$ cat src/rtl/core/abss_pkg.sv
// ----------------------------------------------------------------------------
// abss_pkg: shared types and constants for the beam sweep selector
// Widths, command and mode codes, register map and compare unit opcodes.
// ----------------------------------------------------------------------------
package abss_pkg;

  localparam int unsigned NUM_POSITIONS_DEF = 12;

  localparam int unsigned RSSI_W = 8;
  localparam int unsigned POS_W  = 4;
  localparam int unsigned DROP_W = 7;
  localparam int unsigned CMP_W  = 10;   // holds hold_reference - hold_drop_db
  localparam int unsigned PADDR_W = 3;

  localparam logic signed [RSSI_W-1:0] RSSI_FLOOR = 8'sh80;
  localparam logic [DROP_W-1:0]        DROP_RESET = 7'd6;

  // command_kind codes
  localparam logic CMD_ROTATE = 1'b0;
  localparam logic CMD_HOLD   = 1'b1;

  // mode codes
  localparam logic MODE_SWEEP = 1'b0;
  localparam logic MODE_HOLD  = 1'b1;

  // register index (paddr[2])
  localparam logic [0:0] REG_HOLD_DROP = 1'b0;

  typedef enum logic [1:0] {
    OP_SCAN   = 2'd0,   // new sample vs running scan max
    OP_SEARCH = 2'd1,   // stored entry vs best so far
    OP_DROP   = 2'd2    // (hold ref - drop) vs scan best
  } cmp_op_e;

  typedef struct packed {
    logic                     kind;
    logic [POS_W-1:0]         target;
    logic signed [RSSI_W-1:0] best;
    logic                     mode;
    logic                     last;
  } out_t;

endpackage

$ cat src/rtl/core/abss_in_if.sv
// ----------------------------------------------------------------------------
// abss_in_if: scan sample channel
// One transaction carries one heard device or an empty-scan marker.
// ----------------------------------------------------------------------------
interface abss_in_if;
  logic              valid;
  logic              ready;
  logic signed [7:0] rssi_dbm;
  logic              device_present;
  logic              last_of_scan;

  modport source (output valid, output rssi_dbm, output device_present,
                  output last_of_scan, input ready);
  modport sink   (input valid, input rssi_dbm, input device_present,
                  input last_of_scan, output ready);
endinterface

$ cat src/rtl/core/abss_out_if.sv
// ----------------------------------------------------------------------------
// abss_out_if: beam command channel
// One transaction carries one rotate or hold command.
// ----------------------------------------------------------------------------
interface abss_out_if;
  logic              valid;
  logic              ready;
  logic              command_kind;
  logic [3:0]        target_position;
  logic signed [7:0] scan_best_dbm;
  logic              mode_after;
  logic              last_result;

  modport source (output valid, output command_kind, output target_position,
                  output scan_best_dbm, output mode_after, output last_result,
                  input ready);
  modport sink   (input valid, input command_kind, input target_position,
                  input scan_best_dbm, input mode_after, input last_result,
                  output ready);
endinterface

$ cat src/rtl/core/antenna_beam_sweep_select.sv
// ----------------------------------------------------------------------------
// antenna_beam_sweep_select: switched-beam position selector
// Tracks per-scan signal peaks, sweeps beam positions and holds the best.
// ----------------------------------------------------------------------------
// Usage:
//   in_i  : one transaction per heard device (or empty marker), last_of_scan
//           flags the end of a scan. Ready only while the sequencer is idle.
//   out_o : rotate/hold commands, one or two per completed scan.
//   APB   : hold_drop_db at address 0; write it only while idle; not enforced.
// Sequence:
//   Item inside a scan: taken while idle, next item the cycle after.
//   End of scan: evaluated in S_EVAL, then the command is presented in
//   S_OUT; no new item is taken until the receiver takes the command.
//   End of sweep: the stored peaks are walked one entry per cycle through
//   the shared compare unit in S_SEARCH, then rotate and hold are presented
//   back to back in S_OUT.
// Reset: sweep mode, position 1, drop 6, peak store unwritten.
// Stall: a command stays on out_o until taken; no new item is taken then.
// ----------------------------------------------------------------------------
module antenna_beam_sweep_select #(
  parameter int unsigned NumPositions = abss_pkg::NUM_POSITIONS_DEF
) (
  input  logic                          clk_i,
  input  logic                          rst_ni,
  abss_in_if.sink                       in_i,
  abss_out_if.source                    out_o,
  input  logic                          psel,
  input  logic                          penable,
  input  logic                          pwrite,
  input  logic [abss_pkg::PADDR_W-1:0]  paddr,
  input  logic [31:0]                   pwdata,
  output logic [31:0]                   prdata,
  output logic                          pready
);
  import abss_pkg::*;

  localparam int unsigned IdxW = $clog2(NumPositions);
  localparam int unsigned CntW = $clog2(NumPositions + 1);
  localparam logic [POS_W-1:0] LastPos = POS_W'(NumPositions);
  localparam logic [CntW-1:0]  CntEnd  = CntW'(NumPositions);
  localparam logic [IdxW-1:0]  LastIdx = IdxW'(NumPositions - 1);

  typedef enum logic [3:0] {
    S_IDLE   = 4'b0001,
    S_EVAL   = 4'b0010,
    S_SEARCH = 4'b0100,
    S_OUT    = 4'b1000
  } state_e;

  state_e                   state_q, state_d;
  logic                     mode_q, mode_d;
  logic [POS_W-1:0]         beam_q, beam_d;
  logic signed [RSSI_W-1:0] scan_max_q, scan_max_d;
  logic signed [RSSI_W-1:0] href_q, href_d;
  logic [DROP_W-1:0]        drop_q;
  logic                     pend_q, pend_d;
  logic [CntW-1:0]          cnt_q, cnt_d;
  logic                     rd_vld_q, rd_vld_d;

  logic signed [RSSI_W-1:0] best_q, best_d;
  logic signed [RSSI_W-1:0] rd_q;
  logic [IdxW-1:0]          rd_idx_q;
  logic signed [RSSI_W-1:0] top_q, top_d;
  logic [IdxW-1:0]          sel_q, sel_d;
  out_t                     out_q, out_d;

  logic signed [RSSI_W-1:0] mem [NumPositions];
  logic                     mem_we;
  logic [IdxW-1:0]          mem_waddr;
  logic                     rd_en;

  logic                     in_acc, out_acc, cfg_we, cfg_hit;
  logic                     cmp_gt, take;
  cmp_op_e                  cmp_op;
  logic signed [RSSI_W-1:0] scan_cur;

  // handshakes
  assign in_i.ready  = (state_q == S_IDLE);
  assign in_acc      = in_i.valid & in_i.ready;
  assign out_o.valid = (state_q == S_OUT);
  assign out_acc     = out_o.valid & out_o.ready;

  assign out_o.command_kind    = out_q.kind;
  assign out_o.target_position = out_q.target;
  assign out_o.scan_best_dbm   = out_q.best;
  assign out_o.mode_after      = out_q.mode;
  assign out_o.last_result     = out_q.last;

  // config port
  assign cfg_hit = (paddr[PADDR_W-1:2] == REG_HOLD_DROP);
  assign cfg_we  = psel & penable & pwrite & cfg_hit;
  assign pready  = 1'b1;
  assign prdata  = cfg_hit ? {{(32-DROP_W){1'b0}}, drop_q} : 32'd0;

  // shared compare unit
  always_comb begin
    unique case (state_q)
      S_EVAL:   cmp_op = OP_DROP;
      S_SEARCH: cmp_op = OP_SEARCH;
      default:  cmp_op = OP_SCAN;
    endcase
  end

  abss_cmp u_cmp (
    .op_i       (cmp_op),
    .rssi_i     (in_i.rssi_dbm),
    .scan_max_i (scan_max_q),
    .entry_i    (rd_q),
    .top_i      (top_q),
    .hold_ref_i (href_q),
    .drop_i     (drop_q),
    .best_i     (best_q),
    .gt_o       (cmp_gt)
  );

  // first entry always seeds the search; later ones must be strictly larger
  assign take     = (rd_idx_q == '0) | cmp_gt;
  assign scan_cur = (in_i.device_present && cmp_gt) ? in_i.rssi_dbm : scan_max_q;
  assign rd_en    = (state_q == S_SEARCH) && (cnt_q != CntEnd);

  always_comb begin
    state_d    = state_q;
    mode_d     = mode_q;
    beam_d     = beam_q;
    scan_max_d = scan_max_q;
    href_d     = href_q;
    pend_d     = pend_q;
    cnt_d      = cnt_q;
    rd_vld_d   = 1'b0;
    best_d     = best_q;
    top_d      = top_q;
    sel_d      = sel_q;
    out_d      = out_q;
    mem_we     = 1'b0;
    mem_waddr  = IdxW'(beam_q - POS_W'(1));

    unique case (state_q)
      S_IDLE: begin
        if (in_acc) begin
          if (in_i.last_of_scan) begin
            best_d     = scan_cur;
            scan_max_d = RSSI_FLOOR;
            state_d    = S_EVAL;
          end else begin
            scan_max_d = scan_cur;
          end
        end
      end
      S_EVAL: begin
        out_d.best = best_q;
        out_d.last = 1'b1;
        if (mode_q == MODE_SWEEP) begin
          mem_we = 1'b1;
          if (beam_q < LastPos) begin
            beam_d       = beam_q + POS_W'(1);
            out_d.kind   = CMD_ROTATE;
            out_d.target = beam_q + POS_W'(1);
            out_d.mode   = MODE_SWEEP;
            state_d      = S_OUT;
          end else begin
            cnt_d   = '0;
            state_d = S_SEARCH;
          end
        end else if (cmp_gt) begin
          // fell more than the drop below the reference: restart the sweep at position 1
          beam_d       = POS_W'(1);
          mode_d       = MODE_SWEEP;
          out_d.kind   = CMD_ROTATE;
          out_d.target = POS_W'(1);
          out_d.mode   = MODE_SWEEP;
          state_d      = S_OUT;
        end else begin
          out_d.kind   = CMD_HOLD;
          out_d.target = beam_q;
          out_d.mode   = MODE_HOLD;
          state_d      = S_OUT;
        end
      end
      S_SEARCH: begin
        if (rd_en) begin
          rd_vld_d = 1'b1;
          cnt_d    = cnt_q + CntW'(1);
        end
        if (rd_vld_q && take) begin
          top_d = rd_q;
          sel_d = rd_idx_q;
        end
        if (rd_vld_q && (rd_idx_q == LastIdx)) begin
          beam_d       = POS_W'(sel_d) + POS_W'(1);
          href_d       = top_d;
          mode_d       = MODE_HOLD;
          pend_d       = 1'b1;
          out_d.kind   = CMD_ROTATE;
          out_d.target = POS_W'(sel_d) + POS_W'(1);
          out_d.best   = best_q;
          out_d.mode   = MODE_HOLD;
          out_d.last   = 1'b0;
          state_d      = S_OUT;
        end
      end
      S_OUT: begin
        if (out_acc) begin
          if (pend_q) begin
            pend_d       = 1'b0;
            out_d.kind   = CMD_HOLD;
            out_d.target = beam_q;
            out_d.mode   = MODE_HOLD;
            out_d.last   = 1'b1;
          end else begin
            state_d = S_IDLE;
          end
        end
      end
      default: state_d = S_IDLE;
    endcase
  end

  always_ff @(posedge clk_i or negedge rst_ni) begin
    if (!rst_ni) begin
      state_q    <= S_IDLE;
      mode_q     <= MODE_SWEEP;
      beam_q     <= POS_W'(1);
      scan_max_q <= RSSI_FLOOR;
      href_q     <= RSSI_FLOOR;
      drop_q     <= DROP_RESET;
      pend_q     <= 1'b0;
      cnt_q      <= '0;
      rd_vld_q   <= 1'b0;
    end else begin
      state_q    <= state_d;
      mode_q     <= mode_d;
      beam_q     <= beam_d;
      scan_max_q <= scan_max_d;
      href_q     <= href_d;
      pend_q     <= pend_d;
      cnt_q      <= cnt_d;
      rd_vld_q   <= rd_vld_d;
      if (cfg_we) begin
        drop_q <= pwdata[DROP_W-1:0];
      end
    end
  end

  always_ff @(posedge clk_i) begin
    best_q <= best_d;
    top_q  <= top_d;
    sel_q  <= sel_d;
    out_q  <= out_d;
  end

  // peak store: one write port, one registered read port
  always_ff @(posedge clk_i) begin
    if (mem_we) begin
      mem[mem_waddr] <= best_q;
    end
    if (rd_en) begin
      rd_q     <= mem[cnt_q[IdxW-1:0]];
      rd_idx_q <= cnt_q[IdxW-1:0];
    end
  end

endmodule

$ cat src/rtl/core/abss_cmp.sv
// ----------------------------------------------------------------------------
// abss_cmp: shared signed compare unit
// Selects operands by opcode, forms the drop threshold, and compares a > b.
// ----------------------------------------------------------------------------
module abss_cmp (
  input  abss_pkg::cmp_op_e                     op_i,
  input  logic signed [abss_pkg::RSSI_W-1:0]    rssi_i,
  input  logic signed [abss_pkg::RSSI_W-1:0]    scan_max_i,
  input  logic signed [abss_pkg::RSSI_W-1:0]    entry_i,
  input  logic signed [abss_pkg::RSSI_W-1:0]    top_i,
  input  logic signed [abss_pkg::RSSI_W-1:0]    hold_ref_i,
  input  logic        [abss_pkg::DROP_W-1:0]    drop_i,
  input  logic signed [abss_pkg::RSSI_W-1:0]    best_i,
  output logic                                  gt_o
);
  import abss_pkg::*;

  logic signed [CMP_W-1:0] opa, opb;

  function automatic logic signed [CMP_W-1:0] sx(input logic signed [RSSI_W-1:0] v);
    sx = {{(CMP_W-RSSI_W){v[RSSI_W-1]}}, v};
  endfunction

  always_comb begin
    unique case (op_i)
      OP_SCAN: begin
        opa = sx(rssi_i);
        opb = sx(scan_max_i);
      end
      OP_SEARCH: begin
        opa = sx(entry_i);
        opb = sx(top_i);
      end
      OP_DROP: begin
        opa = sx(hold_ref_i) - $signed({{(CMP_W-DROP_W){1'b0}}, drop_i});
        opb = sx(best_i);
      end
      default: begin
        opa = '0;
        opb = '0;
      end
    endcase
  end

  assign gt_o = (opa > opb);

endmodule

$ cat src/flat_wrapper.sv
// flat-port wrapper written by rule: the top's interface ports become plain ports
module antenna_beam_sweep_select_flat import abss_pkg::*;
#(
  parameter int unsigned NumPositions = abss_pkg::NUM_POSITIONS_DEF
)
  (clk_i, rst_ni, psel, penable, pwrite, paddr, pwdata, prdata, pready, in_i_valid, in_i_rssi_dbm, in_i_device_present, in_i_last_of_scan, in_i_ready, out_o_valid, out_o_command_kind, out_o_target_position, out_o_scan_best_dbm, out_o_mode_after, out_o_last_result, out_o_ready);
  abss_in_if in_i_i ();
  abss_out_if out_o_i ();
  input  logic clk_i;
  input  logic rst_ni;
  input  logic psel;
  input  logic penable;
  input  logic pwrite;
  input  logic [abss_pkg::PADDR_W-1:0] paddr;
  input  logic [31:0] pwdata;
  output logic [31:0] prdata;
  output logic pready;
  input wire logic [$bits(in_i_i.valid)-1:0] in_i_valid;
  input wire logic [$bits(in_i_i.rssi_dbm)-1:0] in_i_rssi_dbm;
  input wire logic [$bits(in_i_i.device_present)-1:0] in_i_device_present;
  input wire logic [$bits(in_i_i.last_of_scan)-1:0] in_i_last_of_scan;
  output wire logic [$bits(in_i_i.ready)-1:0] in_i_ready;
  output wire logic [$bits(out_o_i.valid)-1:0] out_o_valid;
  output wire logic [$bits(out_o_i.command_kind)-1:0] out_o_command_kind;
  output wire logic [$bits(out_o_i.target_position)-1:0] out_o_target_position;
  output wire logic [$bits(out_o_i.scan_best_dbm)-1:0] out_o_scan_best_dbm;
  output wire logic [$bits(out_o_i.mode_after)-1:0] out_o_mode_after;
  output wire logic [$bits(out_o_i.last_result)-1:0] out_o_last_result;
  input wire logic [$bits(out_o_i.ready)-1:0] out_o_ready;
  assign in_i_i.valid = in_i_valid;
  assign in_i_i.rssi_dbm = in_i_rssi_dbm;
  assign in_i_i.device_present = in_i_device_present;
  assign in_i_i.last_of_scan = in_i_last_of_scan;
  assign in_i_ready = in_i_i.ready;
  assign out_o_valid = out_o_i.valid;
  assign out_o_command_kind = out_o_i.command_kind;
  assign out_o_target_position = out_o_i.target_position;
  assign out_o_scan_best_dbm = out_o_i.scan_best_dbm;
  assign out_o_mode_after = out_o_i.mode_after;
  assign out_o_last_result = out_o_i.last_result;
  assign out_o_i.ready = out_o_ready;
  antenna_beam_sweep_select #(.NumPositions(NumPositions)) u_core (.clk_i(clk_i), .rst_ni(rst_ni), .in_i(in_i_i), .out_o(out_o_i), .psel(psel), .penable(penable), .pwrite(pwrite), .paddr(paddr), .pwdata(pwdata), .prdata(prdata), .pready(pready));
endmodule
$ cat config.mk
export PLATFORM = sky130hd
export DESIGN_NAME = antenna_beam_sweep_select_flat
export DESIGN_NICKNAME = d
export VERILOG_FILES = /design/src/rtl/core/abss_pkg.sv /design/src/rtl/core/abss_in_if.sv /design/src/rtl/core/abss_out_if.sv /design/src/rtl/core/antenna_beam_sweep_select.sv /design/src/rtl/core/abss_cmp.sv /design/src/flat_wrapper.sv
export SDC_FILE = /design/constraint.sdc
export NUM_CORES = 1
export LEC_CHECK = 0
export BUFFER_PORTS_ARGS = -buffer_cell sky130_fd_sc_hd__buf_2
export CAP_MARGIN = 20
export CELL_PAD_IN_SITES_DETAIL_PLACEMENT = 1
export CELL_PAD_IN_SITES_GLOBAL_PLACEMENT = 2
export CORE_UTILIZATION = 37
export CTS_BUF_LIST = sky130_fd_sc_hd__clkbuf_16
export DETAILED_ROUTE_END_ITERATION = 8
export PLACE_DENSITY_LB_ADDON = 0.1
export SETUP_SLACK_MARGIN = 0.4
export SLEW_MARGIN = 20
export SYNTH_ARGS = -nofsm -noshare
export SYNTH_HDL_FRONTEND = slang
export SYNTH_SLANG_ARGS = --single-unit
$ cat constraint.sdc
create_clock -name clk_i -period 4.3 [get_ports clk_i]
set_clock_uncertainty 0.05 [all_clocks]
set_input_delay 0.215 -clock clk_i [delete_from_list [all_inputs] [get_ports clk_i]]
set_output_delay 0.215 -clock clk_i [all_outputs]
set_load 0.05 [all_outputs]
==> flow_summary_export.csv, run 1 <==
group,metric,value,unit
synthesis,synth_top_cells_by_area,"edfxtp_1 (51%), dfrtp_1 (9.5%), mux4_2 (6.4%)",
routing,drt_iter0_drc,280,
placement,dp_cells,902,
outcome,failed_checks,"design-rule violations",
power_and_ir_drop,combPwrFrac,19.0,%
synthesis,yosys_warnings,0,
routing,wl_per_cell,21.5,um
critical_path,crit_type,"reg -> reg",
synthesis,synth_cells,581,
critical_path,cp_max_fo,5,
die,die_w,153,um
finish,drive_gt1_share,32.3,%
power_and_ir_drop,p_switching,1.31,mW
placement,finalWeightedCongestion,0.793,
grt,antenna_found_initial,0,
critical_path,critPathCaptureType,"register",
clocking,h-tree-depth,4,
power_and_ir_drop,seq_power_share,46.7,%
synthesis,ys_ff_latch,181,
power_and_ir_drop,p_int,3.22,mW
synthesis,yosys_most_used_dff,"edfxtp_1",
grt,grt_max_degree,41,
routing,vias,5022,
power_and_ir_drop,irDropWorstVdd,240,uV
critical_path,cp_slowest_cell,"dfstp_2",
power_and_ir_drop,swShare,28.9,%
min_path,hold_depth,2,
finish,utilization,45.4,%
routing,routed_wl,20600,um
sta,tightest_slew,1.05,ns
routing,drc_errors,10,
routing,vias_per_cell,5.24,
placement,placed_area,0.00896,mm2
clocking,clkLatencyLatePin,0.44,ns
die,pin_count,102,
sta,rsz0062_at_grt,"yes",
sta,hold_slack,0.0311,ns
sta,fin_ws,0.188,ns
die,dieArea,0.0233,mm2
sta,post-route-period-util,95.6,%
clocking,cts.path.max_buffers,2,
sta,hold_viol_final,0,
critical_path,cp_top_family,"compound AO/OA/AOI/OAI gates",
critical_path,critPathMaxStageDelay,0.54,ns
placement,dp_hpwl,13900,um
grt,overflow,0,
synthesis,synth_cell_types,67,
sta,setup_viol,0,
critical_path,rr_worst_depth,19,
finish,stdcell_area,0.00999,mm2
routing,dr.pass1.iters,8,
power_and_ir_drop,clkPwrFrac,34.4,%
grt,grt_usage,18.4,%
sta,final_max_slew_viol_count,0,
routing,ant_nets,0,
synthesis,synth_edf_count,143,
flow_run,maxCapViolCount,0,
critical_path,crit_top_cell,"o21ai_2",
outcome,status,"complete, but fails checks",
clocking,clkTransAtPathRegs,0.08,ns
placement,io_buffers,48,
die,core,0.0220,mm2
critical_path,timing.rr.end,"u_core.out_o.target_position[3]",
clocking,cts_sinks,181,
synthesis,synth_top_cell_by_area,"edfxtp_1",
critical_path,worstPathCellList,"inv_2 > ha_4 > nor2b_4 > o21ai_2 > a21oi_2 > o21ai_2 > a21boi_2 > o21ai_2 > mux2_4 > nand3_2 > ha_4 > nand4_1 > nor2_1 > mux2_4 > a21o_4 > a221o_2 > o211ai_2 > mux2i_2 > nand2_1",
min_path,hp-class,"in -> reg",
critical_path,critPathLaunchType,"register",
clocking,cts-root-buf,"clkbuf_16",
synthesis,netlist.area_leader.share,51.1,%
synthesis,ys_seq_area_share,62.6,%
power_and_ir_drop,powerDensity,453,mW/mm2
clocking,tritoncts,"built",
die,start_util,38.1,%
synthesis,synth_area,0.00840,mm2
finish,multi_input_area,0.00315,mm2
clocking,cts_buffers,17,
synthesis,avgSynthCellArea,14.5,um2
min_path,hp-start,"in_i_valid",
min_path,min_to,"u_core.state_q[1]",
power_and_ir_drop,power,4.52,mW
sta,slew_headroom,29.8,%
critical_path,worst-path-buf-inv,1,
sta,fmax,243,MHz
sta,min_period,4.11,ns
finish,final-seq-area,0.00525,mm2
finish,fin_nets,742,
finish,fin_cells,958,
critical_path,crit_required,4.43,ns
grt,grt_first_pass_wirelength,32000,um
critical_path,reg2reg_slack,0.19,ns
synthesis,async_reset_ff_share,21.0,%
critical_path,reg2reg_from,"u_core.drop_q[1]",
die,die_h,153,um
placement,pre_cts_ws,-0.0654,ns
finish,filler_cell_count,2215,
power_and_ir_drop,leakage,3.81,nW
grt,first_global_vias,5412,
finish,syn_to_final_growth,19.0,%
die,rows,54,
critical_path,arrival,4.24,ns
sta,tns,0,ns
-- synth_stat cells (3+ instances only) --
cell type / number
edfxtp_1: 143
nand2_1: 38
mux2_2: 33
nor2_1: 33
dfrtp_1: 32
buf_4: 26
ha_1: 25
o21ai_0: 25
mux4_2: 24
inv_1: 19
a21oi_1: 17
a22o_1: 15
nor2b_1: 11
clkbuf_1: 10
mux2i_1: 9
and3_1: 8
nand3_1: 8
a22oi_1: 7
buf_2: 7
nor3_1: 7
dfstp_2: 6
a211oi_1: 4
a221o_1: 4
nand2b_1: 4
nand4_1: 4
or3_1: 4
a21o_1: 3
a221oi_1: 3
nand2_2: 3
o31ai_1: 3
-- cell usage in the layout, fill, tap and decap left out, types with 22 or more instances in the layout --
cell type / instances
edfxtp_1: 143
buf_2: 48
nand2_1: 38
dfrtp_1: 32
nor2_1: 30
conb_1: 26
buf_4: 25
mux4_2: 24
ha_1: 22
-- power groups by stage --
stage,Sequential [mW],Clock (mW),Combinational (mW)
2_1_floorplan,2.08,0,0.571
3_3_place_gp,2.14,0,0.699
3_5_place_dp,2.14,0,0.720
4_1_cts,2.11,1.59,0.811
5_1_grt,2.12,1.65,0.937
6_report,2.11,1.55,0.857
-- worst max path at each step --
| stage | startpoint | to | cells after the start | slack, ns |
|---|---|---|---|---|
| after detailed placement | u_core.drop_q[1] | u_core.out_o.target_position[3] | 19 | -0.07 |
| after floorplan | u_core.drop_q[1] | u_core.out_o.target_position[1] | 19 | 0.36 |
| after global routing | u_core.drop_q[1] | u_core.out_o.target_position[3] | 19 | -0.01 |
| after CTS | u_core.drop_q[1] | u_core.out_o.target_position[3] | 19 | 0.15 |
| final | u_core.drop_q[1] | u_core.out_o.target_position[3] | 19 | 0.19 |
| after global placement | u_core.state_q[0] | u_core.out_o.target_position[3] | 14 | -0.17 |
-- kinds of logic after synthesis --
family                     after synthesis  synth area share [%]
buffers and inverters                   66                  4.32
adders and majority gates               25                  3.73
xor gates and xnor gates                 4                 0.417
muxes                                   67                  12.1
DFF                                    181                  62.6
other                                    2                0.0894
AOI/OAI and AO/OA                      101                  8.72
and+or+nand+nor                        135                  8.06
-- registers in the layout, summed over array words and instances (netlist names) --
signal / flops
u_core.out_o.target_position: 4
u_core.href_q: 8
u_core.scan_max_q: 8
u_core.cnt_q: 4
u_core.out_o.scan_best_dbm: 8
u_core.state_q: 4
u_core.rd_idx_q: 4
u_core.pend_q: 1
u_core.drop_q: 7
u_core.out_o.mode_after: 1
u_core.mode_q: 1
u_core.rd_vld_q: 1
u_core.sel_q: 4
u_core.mem: 96
u_core.beam_q: 4
u_core.best_q: 8
u_core.rd_q: 8
u_core.top_q: 8
u_core.out_o.command_kind: 1
u_core.out_o.last_result: 1
-- layout make-up --
type	instances	share of cell area (%)
inverter	21	0.827
sequential	181	52.6
clock inverter	14	1.52
timing repair buffer	86	5.81
tap	280	3.51
clock buffer	17	4.26
antenna	1	0.0250
multi-input combinational	358	31.5
-- metal layers --
metal,routed length [um],up-vias,GRT usage (%)
met5,0,-,0
met4,488,0,7.02
met3,630,20,2.79
met2,10300,88,31.6
met1,9190,2574,23.5
li1,-,2340,-
-- timing repair --
| item | 4_1_cts | 5_1_grt |
|---|---|---|
| hold buffers | 9 | 0 |
| buffers inserted | 10 | 4 |
| resized for setup | 24 | 30 |
| hold endpoints to repair | 40 | 0 |
| endpoints found under the setup margin | 44 | 45 |
| pin swaps | 18 | 22 |
No activity file was read; power rests on OpenSTA's default activity.
==> inputs of run 2 (changes only) <==
--- a/config.mk
+++ b/config.mk
@@ -17,4 +17,5 @@
 export SLEW_MARGIN = 20
 export SYNTH_ARGS = -nofsm -noshare
 export SYNTH_HDL_FRONTEND = slang
+export SYNTH_HIERARCHICAL = 1
 export SYNTH_SLANG_ARGS = --single-unit
==> flow_summary_export.csv, run 2 <==
group,metric,value,unit
critical_path,critPathLaunchType,"register",
sta,slew_headroom,31.0,%
synthesis,netlist.area_leader.share,48.5,%
routing,wl_met2,11400,um
critical_path,worstPathCellList,"or4b_4 > clkinv_8 > nand2b_4 > nor3_4 > or3b_4 > o311ai_4 > ha_1 > o21ai_1 > o211ai_1 > o21a_2 > or3b_4 > a221oi_4 > xnor2_2 > mux2i_1",
critical_path,crit_type,"reg -> reg",
sta,hold_viol_final,0,
clocking,cts_buffers,17,
synthesis,synth_cells,663,
routing,routed_wl,22700,um
sta,fin_ws,0.370,ns
synthesis,synth_area,0.00885,mm2
die,die_w,157,um
finish,utilization,44.8,%
routing,vias,5580,
grt,overflow,0,
synthesis,ys_ff_latch,181,
synthesis,ys_seq_area_share,59.4,%
grt,antenna_found_initial,0,
routing,dr.pass1.iters,4,
grt,first_global_vias,6003,
die,die_h,157,um
critical_path,critPathMaxStageDelay,0.58,ns
synthesis,yosys_most_used_dff,"edfxtp_1",
die,rows,56,
die,start_util,37.7,%
clocking,cts.path.max_buffers,2,
placement,dp_hpwl,15500,um
clocking,h-tree-depth,4,
clocking,clkTransAtPathRegs,0.08,ns
clocking,cts_sinks,181,
sta,rsz0062_at_grt,"yes",
placement,finalWeightedCongestion,0.785,
finish,final_common_cell,"edfxtp_1",
routing,routed.top_layer,"met4",
clocking,cts-root-buf,"clkbuf_16",
synthesis,synth.most_common_cell,"edfxtp_1",
finish,diodes,0,
finish,final_cell_mix,"edfxtp_1 (143), nand2_1 (68), buf_2 (47)",
flow_run,maxCapViolCount,0,
critical_path,cp_max_fo,7,
routing,wl_per_cell,21.0,um
sta,hold_slack,0.0347,ns
clocking,tritoncts,"built",
critical_path,cp_slowest_cell,"or4b_4",
finish,syn_to_final_growth,18.9,%
critical_path,crit_top_cell,"or3b_4",
finish,filler_cell_count,2413,
power_and_ir_drop,leakage,3.83,nW
power_and_ir_drop,powerDensity,445,mW/mm2
synthesis,synth_top_cells_by_area,"edfxtp_1 (49%), dfrtp_1 (9.1%), mux4_2 (6.1%)",
grt,grt_first_pass_wirelength,35000,um
grt,grt_usage,19.6,%
min_path,hp-class,"in -> reg",
placement,io_buffers,48,
critical_path,arrival,4.07,ns
synthesis,async_reset_ff_share,21.0,%
placement,pre_cts_ws,-0.000610,ns
finish,fin_cells,1077,
sta,min_period,3.93,ns
routing,ant_nets,0,
critical_path,crit_required,4.44,ns
power_and_ir_drop,power,4.68,mW
sta,fmax,254,MHz
sta,tightest_slew,1.03,ns
routing,wl_met1,10400,um
finish,largest_reg_flops,96,
finish,fin_nets,822,
synthesis,synth_cell_types,79,
finish,max_flop_register,"u_core/mem",
grt,grt_max_degree,39,
power_and_ir_drop,irDropWorstVdd,248,uV
die,pin_count,102,
synthesis,synth_commonest_cells,"edfxtp_1 (143), nand2_1 (71), nor2_1 (39)",
sta,post-route-period-util,91.4,%
sta,final_max_slew_viol_count,0,
die,dieArea,0.0245,mm2
routing,met3_length,514,um
clocking,clkLatencyLatePin,0.45,ns
outcome,status,"finished, final reports clean",
die,core,0.0235,mm2
placement,dp_cells,1022,
routing,drt_iter0_drc,220,
critical_path,critPathCaptureType,"register",
routing,drc_errors,0,
synthesis,yosys_warnings,6,
routing,vias_per_cell,5.18,
sta,setup_viol,0,
synthesis,avgSynthCellArea,13.3,um2
synthesis,synth_top_cell_by_area,"edfxtp_1",
synthesis,synth_edf_count,143,
finish,drive_gt1_share,30.2,%
run 2: cell count changes after synthesis, moves of 4 or more:
cell	before	now
o211ai_1	0	4
o21ai_0	25	29
a22o_1	15	1
a22oi_1	7	1
mux2i_1	9	26
o21a_1	1	8
a31oi_1	1	5
nand2_1	38	71
mux2_2	33	24
o22ai_1	1	7
nor2_1	33	39
and3_1	8	3
nor2b_1	11	19
o32ai_1	0	4
run 2: layer usage:
metal | global-route usage (%) | vias up
met3 | 2.88 | 24
met5 | 0 | -
met1 | 25.2 | 2869
met4 | 6.58 | 0
li1 | - | 2603
met2 | 33.9 | 84
run 2: final timing paths:
path                                         from                         endpoint  slack (ns)  depth (start not counted)
max in group asynchronous                  rst_ni                u_core/state_q[3]        3.49                          2
worst min-delay path                  out_o_ready                    u_core/pend_q        0.03                          4
worst max register to register  u_core/state_q[3]  u_core/out_o.target_position[3]        0.37                         14
worst max-delay path            u_core/state_q[3]  u_core/out_o.target_position[3]        0.37                         14
worst min register to register   u_core/href_q[4]                 u_core/href_q[4]        0.44                          2
min in group asynchronous                  rst_ni                 u_core/beam_q[2]        0.27                          2
run 2: cell type report:
| cell class | count | area [um2] | share of cell area (%) |
|---|---|---|---|
| multi-input cells | 425 | 3470 | 33.0 |
| flip-flops and latches | 181 | 5250 | 49.9 |
| repair buffers | 96 | 653 | 6.21 |
| well taps | 319 | 399 | 3.79 |
| clock buffers | 17 | 425 | 4.04 |
| inverters | 24 | 115 | 1.09 |
| clock inverters | 15 | 203 | 1.93 |
run 2: power by group:
group	leakage (nW)	switching (mW)	internal, mW
Sequential	1.73	0.131	2.00
Combinational	1.81	0.558	0.387
Clock	0.297	0.804	0.798
run 2: through the flow:
stage          cell area, um2   TNS (ns)
2_1_floorplan            8980          0
3_3_place_gp             9400          0
3_5_place_dp             9400  -0.000610
4_1_cts                 10300          0
5_1_grt                 10500          0
6_report                10500          0
run 2: worst max-delay path: cells and delay by family, from the launching register on:
family	cells	cell delay (ns)
compound gates	5	0.92
xor+xnor	1	0.17
fa+ha+maj	1	0.28
buf+inv	1	0.09
flops	1	0.43
mux	1	0.10
simple gates	5	1.64
run 2: what timing repair did:
| item | CTS | global route |
|---|---|---|
| pin swaps | 21 | 13 |
| hold buffers | 9 | 0 |
| hold endpoints to repair | 40 | 0 |
| setup endpoints to repair | 41 | 42 |
| buffers inserted | 8 | 6 |
| gates resized for setup | 35 | 28 |
run 2: logic make-up (layout without fill, tap and decap cells):
kind of cell / after synthesis / in the layout / synth area share (%)
AND/OR/NAND/NOR: 184 / 184 / 10.7
flip-flops: 181 / 181 / 59.4
XOR/XNOR: 6 / 6 / 0.594
multiplexers: 74 / 74 / 12.1
AO/OA/AOI/OAI: 110 / 110 / 8.37
buffers and inverters: 81 / 152 / 5.16
adder cells (fa/ha/maj): 25 / 25 / 3.62
other: 2 / 26 / 0.0849
==> inputs of run 3 (changes only) <==
--- a/config.mk
+++ b/config.mk
@@ -7,7 +7,7 @@
 export LEC_CHECK = 0
 export BUFFER_PORTS_ARGS = -buffer_cell sky130_fd_sc_hd__buf_2
 export CAP_MARGIN = 20
-export CELL_PAD_IN_SITES_DETAIL_PLACEMENT = 1
+export CELL_PAD_IN_SITES_DETAIL_PLACEMENT = 2
 export CELL_PAD_IN_SITES_GLOBAL_PLACEMENT = 2
 export CORE_UTILIZATION = 37
 export CTS_BUF_LIST = sky130_fd_sc_hd__clkbuf_16
==> flow_summary_export.csv, run 3 (same netlist as run 2, synthesis figures left out) <==
group,metric,value,unit
routing,vias,5630,
clocking,clkTransAtPathRegs,0.07,ns
clocking,tritoncts,"built",
min_path,hold_depth,3,
clocking,clkLatencyLatePin,0.44,ns
die,rows,56,
grt,first_global_vias,6237,
placement,dp_hpwl,16700,um
die,die_w,157,um
sta,fin_ws,0.347,ns
critical_path,cp_max_fo,8,
sta,hold_viol_final,0,
grt,grt_usage,20.5,%
finish,multi_input_area,0.00344,mm2
routing,drt_iter0_drc,336,
placement,pre_cts_ws,-0.0163,ns
grt,overflow,0,
finish,largest_reg_flops,96,
clocking,cts_sinks,181,
sta,final_max_slew_viol_count,0,
die,pin_count,102,
finish,fin_nets,817,
sta,post-route-period-util,91.9,%
critical_path,reg2reg_slack,0.35,ns
clocking,cts.path.max_buffers,2,
finish,final-seq-area,0.00525,mm2
routing,wl_per_cell,22.3,um
routing,drc_errors,0,
power_and_ir_drop,powerDensity,448,mW/mm2
min_path,hp-start,"in_i_last_of_scan",
finish,filler_cell_count,2303,
critical_path,crit_type,"reg -> reg",
sta,slew_headroom,29.3,%
finish,final_common_cell,"edfxtp_1",
finish,final_cell_mix,"edfxtp_1 (143), nand2_1 (70), buf_2 (48)",
die,dieArea,0.0245,mm2
critical_path,rr_worst_depth,14,
min_path,hp-class,"in -> reg",
sta,min_period,3.95,ns
finish,syn_to_final_growth,18.3,%
finish,drive_gt1_share,29.0,%
die,core,0.0235,mm2
grt,antenna_found_initial,0,
flow_run,maxCapViolCount,0,
grt,grt_max_degree,39,
outcome,status,"finished, final reports clean",
sta,tightest_slew,1.06,ns
sta,setup_viol,0,
critical_path,arrival,4.08,ns
finish,max_flop_register,"u_core/mem",
finish,utilization,44.6,%
critical_path,crit_required,4.43,ns
critical_path,critPathCaptureType,"register",
placement,placed_area,0.00940,mm2
grt,grt_first_pass_wirelength,36600,um
placement,finalWeightedCongestion,0.785,
critical_path,critPathLaunchType,"register",
placement,io_buffers,48,
critical_path,reg2reg_from,"u_core/drop_q[1]",
power_and_ir_drop,power,4.69,mW
routing,ant_nets,0,
min_path,min_to,"u_core/scan_max_q[7]",
routing,vias_per_cell,5.25,
die,start_util,37.7,%
routing,dr.pass1.iters,4,
sta,rsz0062_at_grt,"yes",
routing,routed_wl,23900,um
clocking,cts-root-buf,"clkbuf_16",
critical_path,timing.rr.end,"u_core/out_o.target_position[3]",
clocking,h-tree-depth,4,
power_and_ir_drop,irDropWorstVdd,239,uV
die,die_h,157,um
finish,fin_cells,1073,
power_and_ir_drop,leakage,3.80,nW
clocking,cts_buffers,17,
placement,dp_cells,1022,
finish,stdcell_area,0.0105,mm2
sta,fmax,253,MHz
-- run 3: changes by cell type in the layout (fill, tap and decap cells not counted), sizes merged --
cell,delta
diode,+1
clkinv,+1
buf,-4
clkinvlp,-1
dlygate4sd3,-1
-- run 3: through the flow --
| stage | TNS, ns | hold slack, ns |
|---|---|---|
| after global routing | 0 | 0.0456 |
| after global placement | 0 | 0.397 |
| final | 0 | 0.0443 |
| after detailed placement | -0.0163 | 0.408 |
| after floorplan | 0 | -0.131 |
| after CTS | 0 | 0.0157 |
-- run 3: area by class of cell --
class / count / share of cell area (%)
well taps: 319 / 3.81
inverters: 24 / 1.10
multi-input cells: 425 / 32.9
flip-flops and latches: 181 / 50.2
clock buffers: 17 / 4.07
clock inverters: 15 / 1.94
repair buffers: 91 / 5.94
diodes: 1 / 0.0239
-- run 3: worst max path at each step --
stage	cells past startpoint	slack, ns	start	to
after floorplan	20	0.40	u_core/state_q[2]	u_core/out_o.target_position[3]
after global placement	16	0.05	u_core/drop_q[2]	u_core/out_o.target_position[3]
after detailed placement	16	-0.02	u_core/drop_q[2]	u_core/out_o.target_position[3]
after CTS	14	0.31	u_core/drop_q[1]	u_core/out_o.target_position[3]
after global routing	17	0.19	u_core/state_q[3]	u_core/out_o.target_position[3]
final	14	0.35	u_core/drop_q[1]	u_core/out_o.target_position[3]
-- run 3: power breakdown --
part	switching, mW	total [mW]	internal (mW)
Clock	0.803	1.60	0.800
Sequential	0.138	2.14	2.00
Combinational	0.564	0.943	0.379
Total	1.51	4.69	3.18
-- run 3: what timing repair did --
item | 4_1_cts | 5_1_grt
endpoints found under the setup margin | 41 | 41
hold buffers | 8 | 0
hold endpoints to repair | 39 | 0
gates resized for setup | 41 | 14
pin swaps | 21 | 9
setup buffers | 7 | 2
-- run 3: critical path, stage by stage (launching register included) --
cell and delay, ns:
dfstp_2 0.57, inv_2 0.06, ha_4 0.23, nor2b_4 0.13, o2111a_1 0.28, o31a_1 0.26, o32ai_2 0.27, ha_1 0.30
a211oi_2 0.21, o211ai_1 0.11, o21a_2 0.28, or3b_4 0.41, a221oi_4 0.29, xnor2_2 0.17, mux2i_1 0.09
-- run 3: routing by layer --
metal | up-vias | track usage (%) | part of all wire (%)
met5 | - | 0 | 0
met2 | 93 | 35.5 | 50
met4 | 0 | 6.91 | 1.8
met1 | 2917 | 26.0 | 45
met3 | 32 | 3.30 | 3.3
li1 | 2588 | - | -
